`src/ksbl_pkg.sv`:
```
// shared types and constants of the k-th successor binary lifting core
// no dependencies
`timescale 1ns / 1ps

package ksbl_pkg;

	// default table geometry
	localparam int NODES_DEF  = 1024;
	localparam int LEVELS_DEF = 31;

	// fixed field widths
	localparam int OP_W    = 2;
	localparam int NODE_FW = 10;
	localparam int STEPS_W = 31;
	localparam int COUNT_W = 11;

	// reset value of the node count register
	localparam logic [COUNT_W-1:0] COUNT_RST = 11'd1024;

	// item operation codes
	typedef enum logic [OP_W-1:0] {
		OP_LOAD  = 2'd0,
		OP_BUILD = 2'd1,
		OP_QUERY = 2'd2,
		OP_NONE  = 2'd3
	} op_t;

endpackage

```
`src/ksbl_if.sv`:
```
// valid/ready channel interfaces for items and results
// depends on ksbl_pkg
`timescale 1ns / 1ps

interface ksbl_cmd_if import ksbl_pkg::*; ();
	logic               valid;
	logic               ready;
	logic [OP_W-1:0]    op;
	logic [NODE_FW-1:0] node;
	logic [NODE_FW-1:0] successor;
	logic [STEPS_W-1:0] steps;

	modport source (output valid, output op, output node, output successor, output steps,
		input ready);
	modport sink (input valid, input op, input node, input successor, input steps,
		output ready);
endinterface

interface ksbl_res_if import ksbl_pkg::*; ();
	logic               valid;
	logic               ready;
	logic [NODE_FW-1:0] destination;

	modport source (output valid, output destination, input ready);
	modport sink (input valid, input destination, output ready);
endinterface

```
`src/ksbl_ctrl.sv`:
```
// sequencer for load, table build and query walk over the jump table memory
// depends on ksbl_pkg and ksbl_if
`timescale 1ns / 1ps

module ksbl_ctrl import ksbl_pkg::*; #(
	parameter int NODES  = NODES_DEF,
	parameter int LEVELS = LEVELS_DEF,
	localparam int NODE_W = $clog2(NODES),
	localparam int LVL_W  = (LEVELS > 1) ? $clog2(LEVELS) : 1,
	localparam int ADDR_W = LVL_W + NODE_W
) (
	input  logic               clk,
	input  logic               arst_n,
	input  logic               cfg_write_en,
	input  logic [COUNT_W-1:0] cfg_write_data,
	ksbl_cmd_if.sink           cmd,
	ksbl_res_if.source         res,
	output logic               rd_en,
	output logic [ADDR_W-1:0]  rd_addr,
	input  logic [NODE_FW-1:0] rd_data,
	output logic               wr_en,
	output logic [ADDR_W-1:0]  wr_addr,
	output logic [NODE_FW-1:0] wr_data
);

	// compare width covers node count register and node range
	localparam int CMP_W = ($clog2(NODES + 1) > COUNT_W) ? $clog2(NODES + 1) : COUNT_W;
	localparam logic [CMP_W-1:0] NODES_C    = CMP_W'(NODES);
	localparam logic [LVL_W-1:0] LAST_LEVEL = LVL_W'(LEVELS - 1);

	typedef enum logic [6:0] {
		S_IDLE    = 7'b0000001,
		S_BLD_RD1 = 7'b0000010,
		S_BLD_RD2 = 7'b0000100,
		S_BLD_WR  = 7'b0001000,
		S_QRY     = 7'b0010000,
		S_QRY_RD  = 7'b0100000,
		S_DONE    = 7'b1000000
	} state_t;

	state_t             state_q;
	logic [COUNT_W-1:0] node_count_q;
	logic [CMP_W-1:0]   count_q;
	logic [CMP_W-1:0]   j_q;
	logic [LVL_W-1:0]   lvl_q;
	logic [NODE_FW-1:0] cur_q;
	logic [STEPS_W-1:0] steps_q;
	logic               half_ok_q;
	logic               res_valid_q;
	logic [NODE_FW-1:0] res_dest_q;

	logic               cmd_xfer;
	logic [CMP_W-1:0]   count_sat;
	logic               node_ok;
	logic               cur_ok;
	logic               half_ok;
	logic [CMP_W-1:0]   j_next;
	logic [STEPS_W-1:0] steps_next;
	logic               qry_last;
	op_t                op;

	assign op        = op_t'(cmd.op);
	assign cmd.ready = (state_q == S_IDLE);
	assign cmd_xfer  = cmd.valid && cmd.ready;

	// node count saturated to the table size
	assign count_sat = (CMP_W'(node_count_q) > NODES_C) ? NODES_C : CMP_W'(node_count_q);

	// range checks: indexes at or above the table size read as node zero; an out-of-range load is dropped
	assign node_ok = CMP_W'(cmd.node) < NODES_C;
	assign cur_ok  = CMP_W'(cur_q) < NODES_C;
	assign half_ok = CMP_W'(rd_data) < NODES_C;

	assign j_next     = j_q + 1'b1;
	assign steps_next = steps_q >> 1;
	assign qry_last   = (lvl_q == LAST_LEVEL) || (steps_next == '0);

	// memory read requests
	always_comb begin
		rd_en   = 1'b0;
		rd_addr = {lvl_q, NODE_W'(cur_q)};
		case (state_q)
			S_BLD_RD1: begin
				rd_en   = 1'b1;
				rd_addr = {LVL_W'(lvl_q - 1'b1), j_q[NODE_W-1:0]};
			end
			S_BLD_RD2: begin
				rd_en   = half_ok;
				rd_addr = {LVL_W'(lvl_q - 1'b1), NODE_W'(rd_data)};
			end
			S_QRY: begin
				rd_en   = steps_q[0] && cur_ok;
				rd_addr = {lvl_q, NODE_W'(cur_q)};
			end
			default: begin
				rd_en = 1'b0;
			end
		endcase
	end

	// memory write requests
	always_comb begin
		wr_en   = 1'b0;
		wr_addr = {LVL_W'(0), NODE_W'(cmd.node)};
		wr_data = cmd.successor;
		case (state_q)
			S_IDLE: begin
				wr_en = cmd_xfer && (op == OP_LOAD) && node_ok;
			end
			S_BLD_WR: begin
				wr_en   = 1'b1;
				wr_addr = {lvl_q, j_q[NODE_W-1:0]};
				wr_data = half_ok_q ? rd_data : '0;
			end
			default: begin
				wr_en = 1'b0;
			end
		endcase
	end

	// configuration register
	always_ff @(posedge clk or negedge arst_n) begin
		if (!arst_n) begin
			node_count_q <= COUNT_RST;
		end else if (cfg_write_en) begin
			node_count_q <= cfg_write_data;
		end
	end

	// sequencer
	always_ff @(posedge clk or negedge arst_n) begin
		if (!arst_n) begin
			state_q <= S_IDLE;
			count_q <= '0;
			j_q     <= '0;
			lvl_q   <= '0;
		end else begin
			case (state_q)
				S_IDLE: begin
					if (cmd_xfer) begin
						case (op)
							OP_BUILD: begin
								count_q <= count_sat;
								j_q     <= '0;
								lvl_q   <= LVL_W'(1);
								if (LEVELS > 1 && count_sat != '0) begin
									state_q <= S_BLD_RD1;
								end
							end
							OP_QUERY: begin
								lvl_q   <= '0;
								state_q <= S_QRY;
							end
							default: begin
								state_q <= S_IDLE;
							end
						endcase
					end
				end
				S_BLD_RD1: begin
					state_q <= S_BLD_RD2;
				end
				S_BLD_RD2: begin
					state_q <= S_BLD_WR;
				end
				S_BLD_WR: begin
					if (j_next == count_q) begin
						j_q <= '0;
						if (lvl_q == LAST_LEVEL) begin
							state_q <= S_IDLE;
						end else begin
							lvl_q   <= lvl_q + 1'b1;
							state_q <= S_BLD_RD1;
						end
					end else begin
						j_q     <= j_next;
						state_q <= S_BLD_RD1;
					end
				end
				S_QRY: begin
					if (steps_q[0] && cur_ok) begin
						state_q <= S_QRY_RD;
					end else if (qry_last) begin
						state_q <= S_DONE;
					end else begin
						lvl_q <= lvl_q + 1'b1;
					end
				end
				S_QRY_RD: begin
					if (qry_last) begin
						state_q <= S_DONE;
					end else begin
						lvl_q   <= lvl_q + 1'b1;
						state_q <= S_QRY;
					end
				end
				S_DONE: begin
					if (!res_valid_q || res.ready) begin
						state_q <= S_IDLE;
					end
				end
				default: begin
					state_q <= S_IDLE;
				end
			endcase
		end
	end

	// query walk datapath and build range flag
	always_ff @(posedge clk) begin
		if (cmd_xfer) begin
			cur_q   <= cmd.node;
			steps_q <= cmd.steps;
		end
		if (state_q == S_BLD_RD2) begin
			half_ok_q <= half_ok;
		end
		if (state_q == S_QRY) begin
			if (steps_q[0] && !cur_ok) begin
				cur_q <= '0;
			end
			if (!(steps_q[0] && cur_ok)) begin
				steps_q <= steps_next;
			end
		end
		if (state_q == S_QRY_RD) begin
			cur_q   <= rd_data;
			steps_q <= steps_next;
		end
	end

	// result output register
	always_ff @(posedge clk or negedge arst_n) begin
		if (!arst_n) begin
			res_valid_q <= 1'b0;
		end else if (state_q == S_DONE && (!res_valid_q || res.ready)) begin
			res_valid_q <= 1'b1;
		end else if (res.ready) begin
			res_valid_q <= 1'b0;
		end
	end

	always_ff @(posedge clk) begin
		if (state_q == S_DONE && (!res_valid_q || res.ready)) begin
			res_dest_q <= cur_q;
		end
	end

	assign res.valid       = res_valid_q;
	assign res.destination = res_dest_q;

endmodule

```
`src/flat_wrapper.sv`:
```
// flat-port wrapper written by rule: the top's interface ports become plain ports
module ksbl_ctrl_flat import ksbl_pkg::*;
#(
	parameter int NODES  = NODES_DEF,
	parameter int LEVELS = LEVELS_DEF,
	localparam int NODE_W = $clog2(NODES),
	localparam int LVL_W  = (LEVELS > 1) ? $clog2(LEVELS) : 1,
	localparam int ADDR_W = LVL_W + NODE_W
)
  (clk, arst_n, cfg_write_en, cfg_write_data, rd_en, rd_addr, rd_data, wr_en, wr_addr, wr_data, cmd_valid, cmd_op, cmd_node, cmd_successor, cmd_steps, cmd_ready, res_valid, res_destination, res_ready);
  ksbl_cmd_if cmd_i ();
  ksbl_res_if res_i ();
  input  logic clk;
  input  logic arst_n;
  input  logic cfg_write_en;
  input  logic [COUNT_W-1:0] cfg_write_data;
  output logic rd_en;
  output logic [ADDR_W-1:0] rd_addr;
  input  logic [NODE_FW-1:0] rd_data;
  output logic wr_en;
  output logic [ADDR_W-1:0] wr_addr;
  output logic [NODE_FW-1:0] wr_data;
  input wire logic [$bits(cmd_i.valid)-1:0] cmd_valid;
  input wire logic [$bits(cmd_i.op)-1:0] cmd_op;
  input wire logic [$bits(cmd_i.node)-1:0] cmd_node;
  input wire logic [$bits(cmd_i.successor)-1:0] cmd_successor;
  input wire logic [$bits(cmd_i.steps)-1:0] cmd_steps;
  output wire logic [$bits(cmd_i.ready)-1:0] cmd_ready;
  output wire logic [$bits(res_i.valid)-1:0] res_valid;
  output wire logic [$bits(res_i.destination)-1:0] res_destination;
  input wire logic [$bits(res_i.ready)-1:0] res_ready;
  assign cmd_i.valid = cmd_valid;
  assign cmd_i.op = cmd_op;
  assign cmd_i.node = cmd_node;
  assign cmd_i.successor = cmd_successor;
  assign cmd_i.steps = cmd_steps;
  assign cmd_ready = cmd_i.ready;
  assign res_valid = res_i.valid;
  assign res_destination = res_i.destination;
  assign res_i.ready = res_ready;
  ksbl_ctrl #(.NODES(NODES), .LEVELS(LEVELS)) u_core (.clk(clk), .arst_n(arst_n), .cfg_write_en(cfg_write_en), .cfg_write_data(cfg_write_data), .cmd(cmd_i), .res(res_i), .rd_en(rd_en), .rd_addr(rd_addr), .rd_data(rd_data), .wr_en(wr_en), .wr_addr(wr_addr), .wr_data(wr_data));
endmodule
```
`config.mk`:
```
export PLATFORM = sky130hd
export DESIGN_NAME = ksbl_ctrl_flat
export DESIGN_NICKNAME = d
export VERILOG_FILES = /design/src/ksbl_pkg.sv /design/src/ksbl_if.sv /design/src/ksbl_ctrl.sv /design/src/flat_wrapper.sv
export SDC_FILE = /design/constraint.sdc
export NUM_CORES = 1
export LEC_CHECK = 0
export BUFFER_PORTS_ARGS = -buffer_cell sky130_fd_sc_hd__buf_2
export CORE_AREA = 2 2 102 104
export CTS_BUF_LIST = sky130_fd_sc_hd__clkbuf_8 sky130_fd_sc_hd__clkbuf_16
export DETAILED_ROUTE_END_ITERATION = 10
export DIE_AREA = 0 0 104 106
export HOLD_SLACK_MARGIN = 0.06
export PLACE_DENSITY = 0.8
export SLEW_MARGIN = 20
export SYNTH_ARGS = -nofsm -noshare
export SYNTH_HDL_FRONTEND = slang
export SYNTH_SLANG_ARGS = --single-unit
```
`constraint.sdc`:
```
create_clock -name clk -period 3.25 [get_ports clk]
set_input_delay 0.4875 -clock clk [delete_from_list [all_inputs] [get_ports clk]]
set_output_delay 0.4875 -clock clk [all_outputs]
set_load 0.05 [all_outputs]
```
==> results_dict.tcl <==
set metrics [dict create \
    cp-start-kind "register" \
    ys_seq_area_share_pct 45.3 \
    drive_above_1_share_pct 30.0 \
    hold_buffers 0 \
    initial_core_util_pct 52.4 \
    cts_setup_buffers 0 \
    grt_pass1_wl_um 20800 \
    grt_overflow 0 \
    critical_path.slowest_cell "or4_4" \
    period_minus_slack_ps 3080 \
    vias_per_cell 5.58 \
    dp_slack_ps 271 \
    drt-initial-drc-count 398 \
    hpwlAfterDp_um 9210 \
    cts.sinks 97 \
    rr_endpoint "u_core.j_q[8]" \
    yosys_register_bits 97 \
    clk_latency_ps 360 \
    worstSetupPathType "reg -> out" \
    worst_setup_path_end_kind "primary output" \
    synthArstFlopShare_pct 47.4 \
    synth_edf_count 20 \
    slew_headroom_pct 50.4 \
    ant_nets 0 \
    cts_buffers 9 \
    gp_congestion 0.882 \
    startpoint "u_core.state_q[3]" \
    synth_area_sq_mm 0.00524 \
    dieArea_sq_mm 0.0110 \
    cts_max_level 3 \
    grt_max_degree 62 \
    die_h_um 106 \
    grt_usage_pct 23.0 \
    synth_compound_area_share_pct 12.7 \
    finalSetupViolCount 0 \
    syn_to_final_growth_pct 19.4 \
    synth_top_family_by_area "simple AND/OR/NAND/NOR gates" \
    cp_cell_sequence "or4_4 > nor4b_2 > nor2_2 > nor4_1 > xor2_1 > buf_2" \
    rsz0062_at_grt "false" \
    synth_area_leaders "dfrtp_1, dfxtp_1, edfxtp_1" \
    yosys_warnings 0 \
    synthMuxAreaShare_pct 10.9 \
    synth_top_area_share_pct 21.0 \
    cpPeakStageDelay_ps 540 \
    design.core.area_sq_mm 0.0100 \
    first_pass_iters 5 \
    cts_buffer_depth 2 \
    synth.avg_cell_area_sq_um 9.26 \
    arrival_ps 2600 \
    fin_nets 772 \
    diodes 0 \
    ys_types 57 \
    fmax_ghz 0.324 \
    status "finished, final reports clean" \
    cp_top_family "simple AND/OR/NAND/NOR gates" \
    tns_ps 0 \
    grt_pass1_vias 4346 \
    wire_per_inst_um 15.4 \
    finalCritPeriodShare_pct 94.9 \
    netlist_instances 566 \
    finalWirelength_um 12700 \
    reg2regPathDepth 9 \
    port_buffers 132 \
    min_path_type "in -> async" \
    maxCapViolations 0 \
    antenna_found_initial 0 \
    synthAdderAreaFrac_pct 1.91 \
    vias 4610 \
    clk_pin_slew_ps 100 \
    synth-simple-area-share_pct 22.1 \
    slew_viol_final 0 \
    fp.dieW_um 104 \
    n_fill_cell 855 \
    p_leak_nw 2.85 \
    tightest_slew_ps 736 \
    crit_path_end "rd_addr[13]" \
    fin_ws_ps 165 \
    required_ps 2760 \
    reg2reg_slack_ps 280 \
    dominantRegCellSynth "dfrtp_1" \
    io_pins 133 \
    ir_worst_vdd_mv 0.544 \
    power.density_mw_per_mm2 726 \
    drc 0 \
    num_rows 37 \
    clock_skew_ps 11.4 \
    cp_num_cells 6 \
    yosysTopAreaCell "dfrtp_1" \
    synth-xor-area-share_pct 3.51 \
    worstReg2RegStart "u_core.j_q[1]" \
    path_max_fanout 13 \
    finalHoldViolations 0 \
    synthesis.nets 653 \
    critPathBufInv 1 \
    cts-root-buf "clkbuf_8" \
    cts_tree "yes" \
]
-- synth_stat cells, types with 8 or more instances --
cell        n
nand4_1     9
inv_1      10
dfxtp_1    31
clkbuf_1   24
nor4_1     11
edfxtp_1   20
nand2b_1   12
xnor2_1    14
mux2_2     24
o21ai_0    15
a22oi_1    12
dfrtp_1    44
nor2_1     46
ha_1        8
a21oi_1    43
nand3_1    12
nand2_1   103
mux2i_1    30
-- state kept, by name (all words and copies together) (netlist names) --
register / flops
u_core.res.destination: 10
u_core.state_q: 7
u_core.res.valid: 1
u_core.lvl_q: 5
u_core.count_q: 11
u_core.j_q: 11
u_core.cur_q: 10
u_core.steps_q: 31
u_core.node_count_q: 11
-- worst min path at each step --
| stage | cells after the start | startpoint | slack [ps] | end |
|---|---|---|---|---|
| final | 1 | arst_n | 130 | u_core.j_q[0] |
| after global routing | 1 | arst_n | 150 | u_core.j_q[0] |
| after CTS | 1 | arst_n | 330 | u_core.j_q[0] |
| after detailed placement | 0 | u_core.cur_q[0] | 430 | u_core.res.destination[0] |
| after global placement | 0 | u_core.cur_q[2] | 430 | u_core.res.destination[2] |
| after floorplan | 0 | arst_n | 190 | u_core.count_q[0] |
-- power breakdown --
group	total, mW	switching [mW]	leakage [nW]	internal [mW]
Combinational	1.78	1.04	1.73	0.737
Sequential	2.06	0.403	1.04	1.65
Clock	0.701	0.425	0.0792	0.276
Total	4.54	1.87	2.85	2.67
-- logic make-up (layout without fill, tap and decap cells) --
group	Yosys count	count (layout)
flip-flops	97	97
XOR/XNOR	21	21
buffers and inverters	45	169
multiplexers	54	54
AND/OR/NAND/NOR	239	239
adder cells (fa/ha/maj)	8	8
AO/OA/AOI/OAI	102	102
-- worst reg2reg max path, stage by stage, from the launching register on --
cell	delay [ps]
dfrtp_1	500
ha_1	330
and3_1	340
nand3_2	180
a2111oi_0	400
o2111a_1	320
a31oi_2	200
buf_4	260
a41oi_1	250
a31oi_1	70
-- area by class of cell --
class | instances | area (sq um) | area share (%)
Multi-Input combinational cell | 424 | 2740 | 43.8
Sequential cell | 97 | 2380 | 38.0
Clock inverter | 7 | 46.3 | 0.740
Tap cell | 136 | 170 | 2.72
Timing Repair Buffer | 143 | 761 | 12.2
Inverter | 10 | 37.5 | 0.600
Clock buffer | 9 | 124 | 1.98
-- per-layer routing --
metal  share of wire (%)  up-vias  GRT usage (%)
li1                    -     2241              -
met1                  44     2160           30.5
met2                  48      189           38.3
met3                 6.3       20           4.29
met4                 1.2        0           7.34
met5                   0        -              0
-- layout by cell type, fill, tap and decap left out, types with 14 or more instances in the layout --
cell      count
edfxtp_1     20
nor2_1       44
nand2_1     103
xnor2_1      14
buf_2       130
o21ai_0      15
mux2_2       24
mux2i_1      30
a21oi_1      43
dfrtp_1      43
dfxtp_1      31
-- per-stage QoR --
stage	hold slack [ps]	instances	util, %	power, mW	cell area, sq um
2_1_floorplan	192	566	-	3.36	5250
3_3_place_gp	429	809	60.3	3.74	6030
3_5_place_dp	434	809	60.3	3.82	6030
4_1_cts	331	825	62.1	4.52	6210
5_1_grt	147	826	62.6	4.84	6250
6_report	126	826	62.6	4.54	6250
-- repair_timing --
item,4_1_cts,5_1_grt
cloned,0,0
hold endpoints to repair,0,0
setup endpoints to repair,1,7
gates resized for setup,2,5
No activity file was read; power rests on OpenSTA's default activity.
